<file path="src/hw/rtl/dlpg_pkg.sv">
`timescale 1ns / 1ps

package dlpg_pkg;

    // command field codes
    localparam logic CMD_START   = 1'b0;
    localparam logic CMD_ADVANCE = 1'b1;

    // controller to datapath
    typedef struct packed {
        logic load;     // capture endpoints, set up the dividers
        logic step;     // one restoring division step on both axes
        logic advance;  // add increments and register the new pixel
        logic emit;     // register the start pixel
    } dlpg_cmd_t;

    // datapath to controller
    typedef struct packed {
        logic zero_len; // endpoints on the input ports coincide
        logic active;   // pixels remain on the current line
    } dlpg_status_t;

endpackage

</file>
<file path="src/hw/rtl/dlpg_datapath.sv">
`timescale 1ns / 1ps

module dlpg_datapath #(
    parameter int COORD_BITS = 12,
    parameter int FRAC_BITS  = 16
) (
    input  logic                         clk,
    input  logic                         rst_n,
    input  dlpg_pkg::dlpg_cmd_t          cmd,
    output dlpg_pkg::dlpg_status_t       status,
    input  logic signed [COORD_BITS-1:0] start_x,
    input  logic signed [COORD_BITS-1:0] start_y,
    input  logic signed [COORD_BITS-1:0] end_x,
    input  logic signed [COORD_BITS-1:0] end_y,
    output logic signed [COORD_BITS-1:0] pixel_x,
    output logic signed [COORD_BITS-1:0] pixel_y,
    output logic                         last_pixel
);

    localparam int STEP_BITS = COORD_BITS + 1;
    localparam int POS_BITS  = COORD_BITS + FRAC_BITS;
    localparam int INC_BITS  = FRAC_BITS + 2;
    localparam int Q_BITS    = FRAC_BITS + 1;
    localparam int EXT_BITS  = POS_BITS - INC_BITS;
    localparam logic [POS_BITS-1:0] HALF = POS_BITS'(1) << (FRAC_BITS - 1);

    // lane 0 is x, lane 1 is y
    logic [COORD_BITS-1:0] p0 [2];
    logic [COORD_BITS-1:0] p1 [2];
    logic [COORD_BITS:0]   d    [2];
    logic [COORD_BITS:0]   dneg [2];
    logic [COORD_BITS-1:0] mag  [2];
    logic [COORD_BITS-1:0] span;

    logic [POS_BITS-1:0]   pos_reg  [2];
    logic [POS_BITS-1:0]   pos_next [2];
    logic [STEP_BITS-1:0]  rem_reg  [2];
    logic [Q_BITS-1:0]     q_reg    [2];
    logic                  neg_reg  [2];
    logic [COORD_BITS-1:0] span_reg;
    logic [STEP_BITS-1:0]  steps_reg;

    logic [STEP_BITS:0]    trial [2];
    logic                  ge    [2];
    logic [STEP_BITS-1:0]  rem   [2];
    logic [INC_BITS-1:0]   qmag  [2];
    logic [INC_BITS-1:0]   inc   [2];
    logic [POS_BITS-1:0]   rnd_adv [2];
    logic [POS_BITS-1:0]   rnd_cur [2];

    logic [COORD_BITS-1:0] pix_x_reg;
    logic [COORD_BITS-1:0] pix_y_reg;
    logic                  last_reg;

    assign p0[0] = start_x;
    assign p0[1] = start_y;
    assign p1[0] = end_x;
    assign p1[1] = end_y;

    // endpoint deltas and their magnitudes
    always_comb
    begin
        for (int i = 0; i < 2; i++)
        begin
            d[i]    = {p1[i][COORD_BITS-1], p1[i]} - {p0[i][COORD_BITS-1], p0[i]};
            dneg[i] = -d[i];
            mag[i]  = d[i][COORD_BITS] ? dneg[i][COORD_BITS-1:0] : d[i][COORD_BITS-1:0];
        end
        span = (mag[0] > mag[1]) ? mag[0] : mag[1];
    end

    // restoring division step, increments and position update per lane
    always_comb
    begin
        for (int i = 0; i < 2; i++)
        begin
            trial[i]    = {1'b0, rem_reg[i]} - {2'b00, span_reg};
            ge[i]       = !trial[i][STEP_BITS];
            rem[i]      = ge[i] ? trial[i][STEP_BITS-1:0] : rem_reg[i];
            qmag[i]     = {1'b0, q_reg[i]};
            inc[i]      = neg_reg[i] ? -qmag[i] : qmag[i];
            pos_next[i] = pos_reg[i] + {{EXT_BITS{inc[i][INC_BITS-1]}}, inc[i]};
            rnd_adv[i]  = pos_next[i] + HALF;
            rnd_cur[i]  = pos_reg[i] + HALF;
        end
    end

    // line state and dividers
    always_ff @(posedge clk)
    begin
        for (int i = 0; i < 2; i++)
        begin
            if (cmd.load)
            begin
                pos_reg[i] <= {p0[i], {FRAC_BITS{1'b0}}};
                rem_reg[i] <= {1'b0, mag[i]};
                q_reg[i]   <= '0;
                neg_reg[i] <= d[i][COORD_BITS];
            end
            else if (cmd.step)
            begin
                rem_reg[i] <= {rem[i][STEP_BITS-2:0], 1'b0};
                q_reg[i]   <= {q_reg[i][Q_BITS-2:0], ge[i]};
            end
            else if (cmd.advance)
            begin
                pos_reg[i] <= pos_next[i];
            end
        end
        if (cmd.load)
        begin
            span_reg <= span;
        end
    end

    // pixels remaining on the line
    always_ff @(posedge clk or negedge rst_n)
    begin
        if (!rst_n)
        begin
            steps_reg <= '0;
        end
        else if (cmd.load)
        begin
            steps_reg <= {1'b0, span};
        end
        else if (cmd.advance)
        begin
            steps_reg <= steps_reg - STEP_BITS'(1);
        end
    end

    // output register
    always_ff @(posedge clk)
    begin
        if (cmd.advance)
        begin
            pix_x_reg <= rnd_adv[0][POS_BITS-1:FRAC_BITS];
            pix_y_reg <= rnd_adv[1][POS_BITS-1:FRAC_BITS];
            last_reg  <= (steps_reg == STEP_BITS'(1));
        end
        else if (cmd.emit)
        begin
            pix_x_reg <= rnd_cur[0][POS_BITS-1:FRAC_BITS];
            pix_y_reg <= rnd_cur[1][POS_BITS-1:FRAC_BITS];
            last_reg  <= (steps_reg == '0);
        end
    end

    assign status.zero_len = (span == '0);
    assign status.active   = (steps_reg != '0);

    assign pixel_x    = pix_x_reg;
    assign pixel_y    = pix_y_reg;
    assign last_pixel = last_reg;

endmodule

</file>
<file path="src/hw/rtl/dlpg_ctrl.sv">
`timescale 1ns / 1ps

module dlpg_ctrl #(
    parameter int FRAC_BITS = 16
) (
    input  logic                   clk,
    input  logic                   rst_n,
    input  logic                   in_valid,
    output logic                   in_ready,
    input  logic                   command,
    output logic                   out_valid,
    input  logic                   out_ready,
    input  dlpg_pkg::dlpg_status_t status,
    output dlpg_pkg::dlpg_cmd_t    cmd
);

    localparam int CNT_BITS = $clog2(FRAC_BITS + 1);

    typedef enum logic [1:0] {
        S_IDLE,
        S_DIV,
        S_EMIT
    } state_t;

    state_t              state_reg, state_next;
    logic [CNT_BITS-1:0] cnt_reg, cnt_next;
    logic                valid_reg, valid_next;
    logic                out_free;
    logic                in_fire;

    assign out_free = !valid_reg || out_ready;
    assign in_ready = (state_reg == S_IDLE) && out_free;
    assign in_fire  = in_valid && in_ready;

    // sequencing of start and advance transactions
    always_comb
    begin
        state_next  = state_reg;
        cnt_next    = cnt_reg;
        cmd         = '0;
        case (state_reg)
            S_IDLE:
            begin
                if (in_fire)
                begin
                    if (command == dlpg_pkg::CMD_START)
                    begin
                        cmd.load   = 1'b1;
                        cnt_next   = '0;
                        state_next = status.zero_len ? S_EMIT : S_DIV;
                    end
                    else if (status.active)
                    begin
                        cmd.advance = 1'b1;
                    end
                end
            end
            S_DIV:
            begin
                cmd.step = 1'b1;
                cnt_next = cnt_reg + CNT_BITS'(1);
                if (cnt_reg == CNT_BITS'(FRAC_BITS))
                begin
                    state_next = S_EMIT;
                end
            end
            S_EMIT:
            begin
                if (out_free)
                begin
                    cmd.emit   = 1'b1;
                    state_next = S_IDLE;
                end
            end
            default:
            begin
                state_next = S_IDLE;
            end
        endcase

        if (cmd.advance || cmd.emit)
        begin
            valid_next = 1'b1;
        end
        else if (out_ready)
        begin
            valid_next = 1'b0;
        end
        else
        begin
            valid_next = valid_reg;
        end
    end

    // state and registered outputs
    always_ff @(posedge clk or negedge rst_n)
    begin
        if (!rst_n)
        begin
            state_reg <= S_IDLE;
            cnt_reg   <= '0;
            valid_reg <= 1'b0;
        end
        else
        begin
            state_reg <= state_next;
            cnt_reg   <= cnt_next;
            valid_reg <= valid_next;
        end
    end

    assign out_valid = valid_reg;

endmodule

</file>
<file path="src/hw/rtl/dda_line_pixel_generator.sv">
`timescale 1ns / 1ps

// DDA line pixel generator. A start transaction (command 0) takes the two
// endpoints, sets the step count to the larger of |dx| and |dy|, works out
// the per-axis increments as signed fixed point with FRAC_BITS fraction bits,
// and returns the start pixel; each advance transaction (command 1) adds the
// increments and returns the pixel rounded half up, with last_pixel marking
// the end of the line. An advance with no line in progress returns nothing,
// and a start always abandons the current line. An advance's pixel appears
// in the output register in the cycle after the advance is taken. A start
// occupies the block while the two bit-serial restoring dividers, which
// produce one quotient bit a cycle, work out the increments; a zero-length
// line skips the division. A new transaction is taken whenever the block is
// idle and the output register is empty or being read in the same cycle.
module dda_line_pixel_generator #(
    parameter int COORD_BITS = 12,
    parameter int FRAC_BITS  = 16
) (
    input  logic                         clk,
    input  logic                         rst_n,
    input  logic                         in_valid,
    output logic                         in_ready,
    input  logic                         command,
    input  logic signed [COORD_BITS-1:0] start_x,
    input  logic signed [COORD_BITS-1:0] start_y,
    input  logic signed [COORD_BITS-1:0] end_x,
    input  logic signed [COORD_BITS-1:0] end_y,
    output logic                         out_valid,
    input  logic                         out_ready,
    output logic signed [COORD_BITS-1:0] pixel_x,
    output logic signed [COORD_BITS-1:0] pixel_y,
    output logic                         last_pixel
);

    dlpg_pkg::dlpg_cmd_t    cmd;
    dlpg_pkg::dlpg_status_t status;

    // sequencer
    dlpg_ctrl #(
        .FRAC_BITS (FRAC_BITS)
    ) u_ctrl (
        .clk       (clk),
        .rst_n     (rst_n),
        .in_valid  (in_valid),
        .in_ready  (in_ready),
        .command   (command),
        .out_valid (out_valid),
        .out_ready (out_ready),
        .status    (status),
        .cmd       (cmd)
    );

    // dividers, positions and output register
    dlpg_datapath #(
        .COORD_BITS (COORD_BITS),
        .FRAC_BITS  (FRAC_BITS)
    ) u_datapath (
        .clk        (clk),
        .rst_n      (rst_n),
        .cmd        (cmd),
        .status     (status),
        .start_x    (start_x),
        .start_y    (start_y),
        .end_x      (end_x),
        .end_y      (end_y),
        .pixel_x    (pixel_x),
        .pixel_y    (pixel_y),
        .last_pixel (last_pixel)
    );

endmodule

</file>
<file path="config.mk">
export PLATFORM = sky130hd
export DESIGN_NAME = dda_line_pixel_generator
export DESIGN_NICKNAME = d
export VERILOG_FILES = /design/src/hw/rtl/dlpg_pkg.sv /design/src/hw/rtl/dlpg_datapath.sv /design/src/hw/rtl/dlpg_ctrl.sv /design/src/hw/rtl/dda_line_pixel_generator.sv
export SDC_FILE = /design/constraint.sdc
export NUM_CORES = 1
export LEC_CHECK = 0
export BUFFER_PORTS_ARGS = -buffer_cell sky130_fd_sc_hd__buf_2
export CAP_MARGIN = 30
export CELL_PAD_IN_SITES_DETAIL_PLACEMENT = 1
export CELL_PAD_IN_SITES_GLOBAL_PLACEMENT = 1
export CORE_AREA = 2 2 196 275
export CTS_CLUSTER_SIZE = 20
export DETAILED_ROUTE_END_ITERATION = 10
export DIE_AREA = 0 0 198 277
export GPL_ROUTABILITY_DRIVEN = 0
export GPL_TIMING_DRIVEN = 0
export MAX_ROUTING_LAYER = met4
export PLACE_DENSITY_LB_ADDON = 0.1
export SYNTH_ARGS = -nofsm -noshare
export SYNTH_HDL_FRONTEND = slang
export SYNTH_HIERARCHICAL = 1
export SYNTH_SLANG_ARGS = --single-unit
</file>
<file path="constraint.sdc">
create_clock -name clk -period 5.6 [get_ports clk]
set_clock_uncertainty 0.2 [all_clocks]
set_input_delay 1.68 -clock clk [delete_from_list [all_inputs] [get_ports clk]]
set_output_delay 1.68 -clock clk [all_outputs]
set_load 0.03 [all_outputs]
</file>
==> results.yml <==
status:
  outcome: "complete, but fails checks"
  violations: "setup timing"
route:
  route.detailed.drc: 0
  drtAntennaViolNets: 0
  wl_per_cell_microns: 20.35
  vias_per_cell: 5.051
  vias: 12430
  drtIter0Drc: 385
  drtPass1Iterations: 5
  totalWireLength_microns: 50080
synthesis:
  synth_edf_count: 154
  synth_cell_types: 90
  synthFlopType: "edfxtp_1"
  netlist_area_sq_um: 14550
  synth-compound-area-share_pct: 18.90
  syn_nets: 1754
  synth-simple-area-share_pct: 16.80
  netlist.area_leader.share_pct: 31.79
  ys_top_cells_by_area: "edfxtp_1, ha_1, xnor2_1"
  yosys.area.top_type: "edfxtp_1"
  synth_top_family_by_area: "compound AO/OA/AOI/OAI gates"
  syn_inst: 1574
  syn_avg_cell_area_sq_um: 9.241
  synth-seq-cells: 176
  yosys.area_share.adder_pct: 11.47
  synthXorXnorAreaFrac_pct: 9.153
  yosysWarnings: 6
  synth-async-reset-ratio_pct: 11.93
  yosysSeqAreaShare_pct: 35.54
  synth_mux_area_share_pct: 4.077
worst_setup_path:
  worstPathRequired_ns: 5.72
  critPathCaptureType: "flop"
  crit_arrival_ns: 6.63
  cp_common_cell: "maj3_2"
  crit_type: "input port to flop"
  cp_slowest_stage_delay_ns: 0.43
  crit_chain: "buf_8 -> inv_6 -> ha_4 -> fa_2 -> nand2b_4 -> a211oi_4 -> o2111ai_4 -> a41oi_4 -> clkinv_4 -> nand2_4 -> xor2_4 -> inv_2 -> ha_4 -> o21ai_2 -> a21oi_2 -> o41ai_2 -> a21oi_2 -> maj3_2 -> maj3_2 -> maj3_2 -> or4_4 -> a221oi_4 -> inv_1 -> o2bb2ai_1"
  slowest_stage: "or4_4"
  worstPathMaxFanout: 6
  cp-start-kind: "input port"
global_routing:
  grt_max_degree: 57
  grt_pass1_vias: 13320
  antenna_found_initial: 3
  overflow: 0
  track_usage_pct: 18.97
  grt_pass1_wl_microns: 76470
floorplan:
  core.rowCount: 100
  dieWidth_microns: 198
  initial_core_util_pct: 27.61
  die_y_microns: 277
  io_pins: 80
  fp.dieArea_sq_um: 54850
  core_sq_um: 52680
finish:
  largest_reg_flops: 56
  areaGrowthSynthToFinish_pct: 23.39
  final_cell_mix: "edfxtp_1, nor2_1, nand2_1"
  nets: 1913
  drive_above_1_share_pct: 19.83
  nFillCells: 6043
  final_area_sq_um: 17950
  final_common_cell: "edfxtp_1"
placement:
  preCtsSetupSlack_ns: -2.328
  port_buffers: 79
  dp_hpwl_microns: 38390
  dpl-instance-area_sq_um: 16020
timing:
  layout_setup_ws_ns: -0.9079
  fmax_mhz: 153.7
  post-route-period-util_pct: 116.2
  drv_slew: 0
  fin_crit_ns: 6.508
  relSlewSlack_pct: 38.11
  setup_viol: 24
  rsz0062_at_grt: "true"
  worst_slew_pin_slew_ns: 0.9284
  hold_viol_final: 0
pwr:
  p_comb_share_pct: 60.1
  pwr_density_cell_nw_per_um2: 479.3
  vdd_drop_max_v: 0.0002898
  p_sw_w: 0.003904
  p_leak_nw: 7.116
  total_power_w: 0.008603
  netSwitchingFraction_pct: 45.38
  internal-power_w: 0.004699
  p_seq_share_pct: 26.6
  p_clk_share_pct: 13.3
min_path:
  min_path_type: "flop to flop"
clocking:
  cts_tree: "yes"
  root_buffer: "clkbuf_16"
  cts_max_level: 4
  cts_buffer_depth: 2
  cts.sinks: 176
  clk_pin_slew_worst_paths_ns: 0.08
  cts_buffers: 17
  clkLatencyLatePin_ns: 0.46
job:
  max-cap-violations: 0
power by group through the flow:
stage	Combinational (W)	Sequential (W)	Clock, W
final	0.00517	0.00229	0.00114
after global routing	0.00574	0.00235	0.00122
after CTS	0.00499	0.00229	0.00119
after detailed placement	0.00463	0.00232	0
after global placement	0.00454	0.00232	0
after floorplan	0.00337	0.00226	0
worst paths after layout:
kind	startpoint	slack (ns)	endpoint	cells after the start
worst max-delay path	end_x[0]	-0.91	u_ctrl/state_reg[0]	24
worst min-delay path	u_datapath/rem_reg[1][0]	0.27	u_datapath/rem_reg[1][0]	2
worst max register to register	u_datapath/q_reg[0][0]	0.24	u_datapath/pixel_x[10]	19
worst min register to register	u_datapath/rem_reg[1][0]	0.27	u_datapath/rem_reg[1][0]	2
max in group asynchronous	rst_n	3.81	u_datapath/steps_reg[1]	1
min in group asynchronous	rst_n	1.01	u_datapath/steps_reg[6]	1
cell type report:
class / count / area [sq um] / area share, %
clock inverter: 11 / 85.08 / 0.4741
timing repair buffer: 143 / 979.7 / 5.459
clock buffer: 20 / 436.7 / 2.433
sequential: 176 / 5170 / 28.81
buffer: 38 / 183.9 / 1.025
antenna: 2 / 5.005 / 0.02789
tap: 714 / 893.4 / 4.978
multi-input combinational: 1247 / 9752 / 54.34
inverter: 110 / 441.7 / 2.461
per-layer routing:
layer  part of all wire (%)  track usage [%]
met2                     55            35.25
met4                    2.9            6.902
met3                    2.0            1.961
met1                     41            20.63
met5                      0                -
worst max-delay path: cells and delay by family:
kind | cells | cell delay [ns]
compound gates | 9 | 1.90
fa+ha+maj | 6 | 1.67
simple gates | 3 | 0.71
buf+inv | 5 | 0.43
xor+xnor | 1 | 0.24
cells in the mapped netlist (6+ instances only):
master / count
buf_1: 7
o2111a_1: 7
o22ai_1: 12
and2_1: 38
nand2_1: 124
mux2_2: 10
mux2i_1: 48
nand4_1: 14
o21a_1: 10
fa_1: 6
nand2b_1: 18
xor2_1: 61
or2_2: 8
xnor2_1: 91
o21bai_1: 11
nor4_1: 7
nor2b_1: 20
a21oi_1: 85
o21ai_0: 94
dfrtp_1: 21
a221oi_1: 13
o41ai_1: 7
nor2_1: 161
o31ai_1: 12
a31oi_1: 10
ha_1: 121
a21boi_0: 13
a21o_1: 33
o211ai_1: 9
o31a_1: 7
a211oi_1: 27
and3_1: 9
nand3_1: 26
clkbuf_1: 31
or4_1: 11
edfxtp_1: 154
or3_1: 13
inv_1: 109
nor3_1: 30
timing repair:
action | CTS | global route
gates resized for setup | 100 | 84
hold buffers | 0 | 0
setup endpoints to repair | 101 | 37
pin swaps | 31 | 35
setup buffers | 41 | 19
gates cloned | 1 | 0
through the flow:
step | hold WS, ns | util (%) | setup TNS, ns | std cells
5_1_grt | 0.2946 | 34.07 | -17.29 | 2461
4_1_cts | 0.2711 | 33.04 | -13.49 | 2442
6_report | 0.2722 | 34.07 | -13.46 | 2461
3_5_place_dp | 0.2601 | 30.42 | -105.18 | 2371
2_1_floorplan | 0.2353 | - | -15.07 | 1574
3_3_place_gp | 0.2479 | 30.28 | -244.83 | 2367
logic make-up after synthesis:
family          count (synthesis)
buf+inv                       152
simple gates                  502
xor+xnor                      152
mux                            58
compound gates                404
flops                         176
fa+ha+maj                     130
Power figures use the tool's default switching activity.
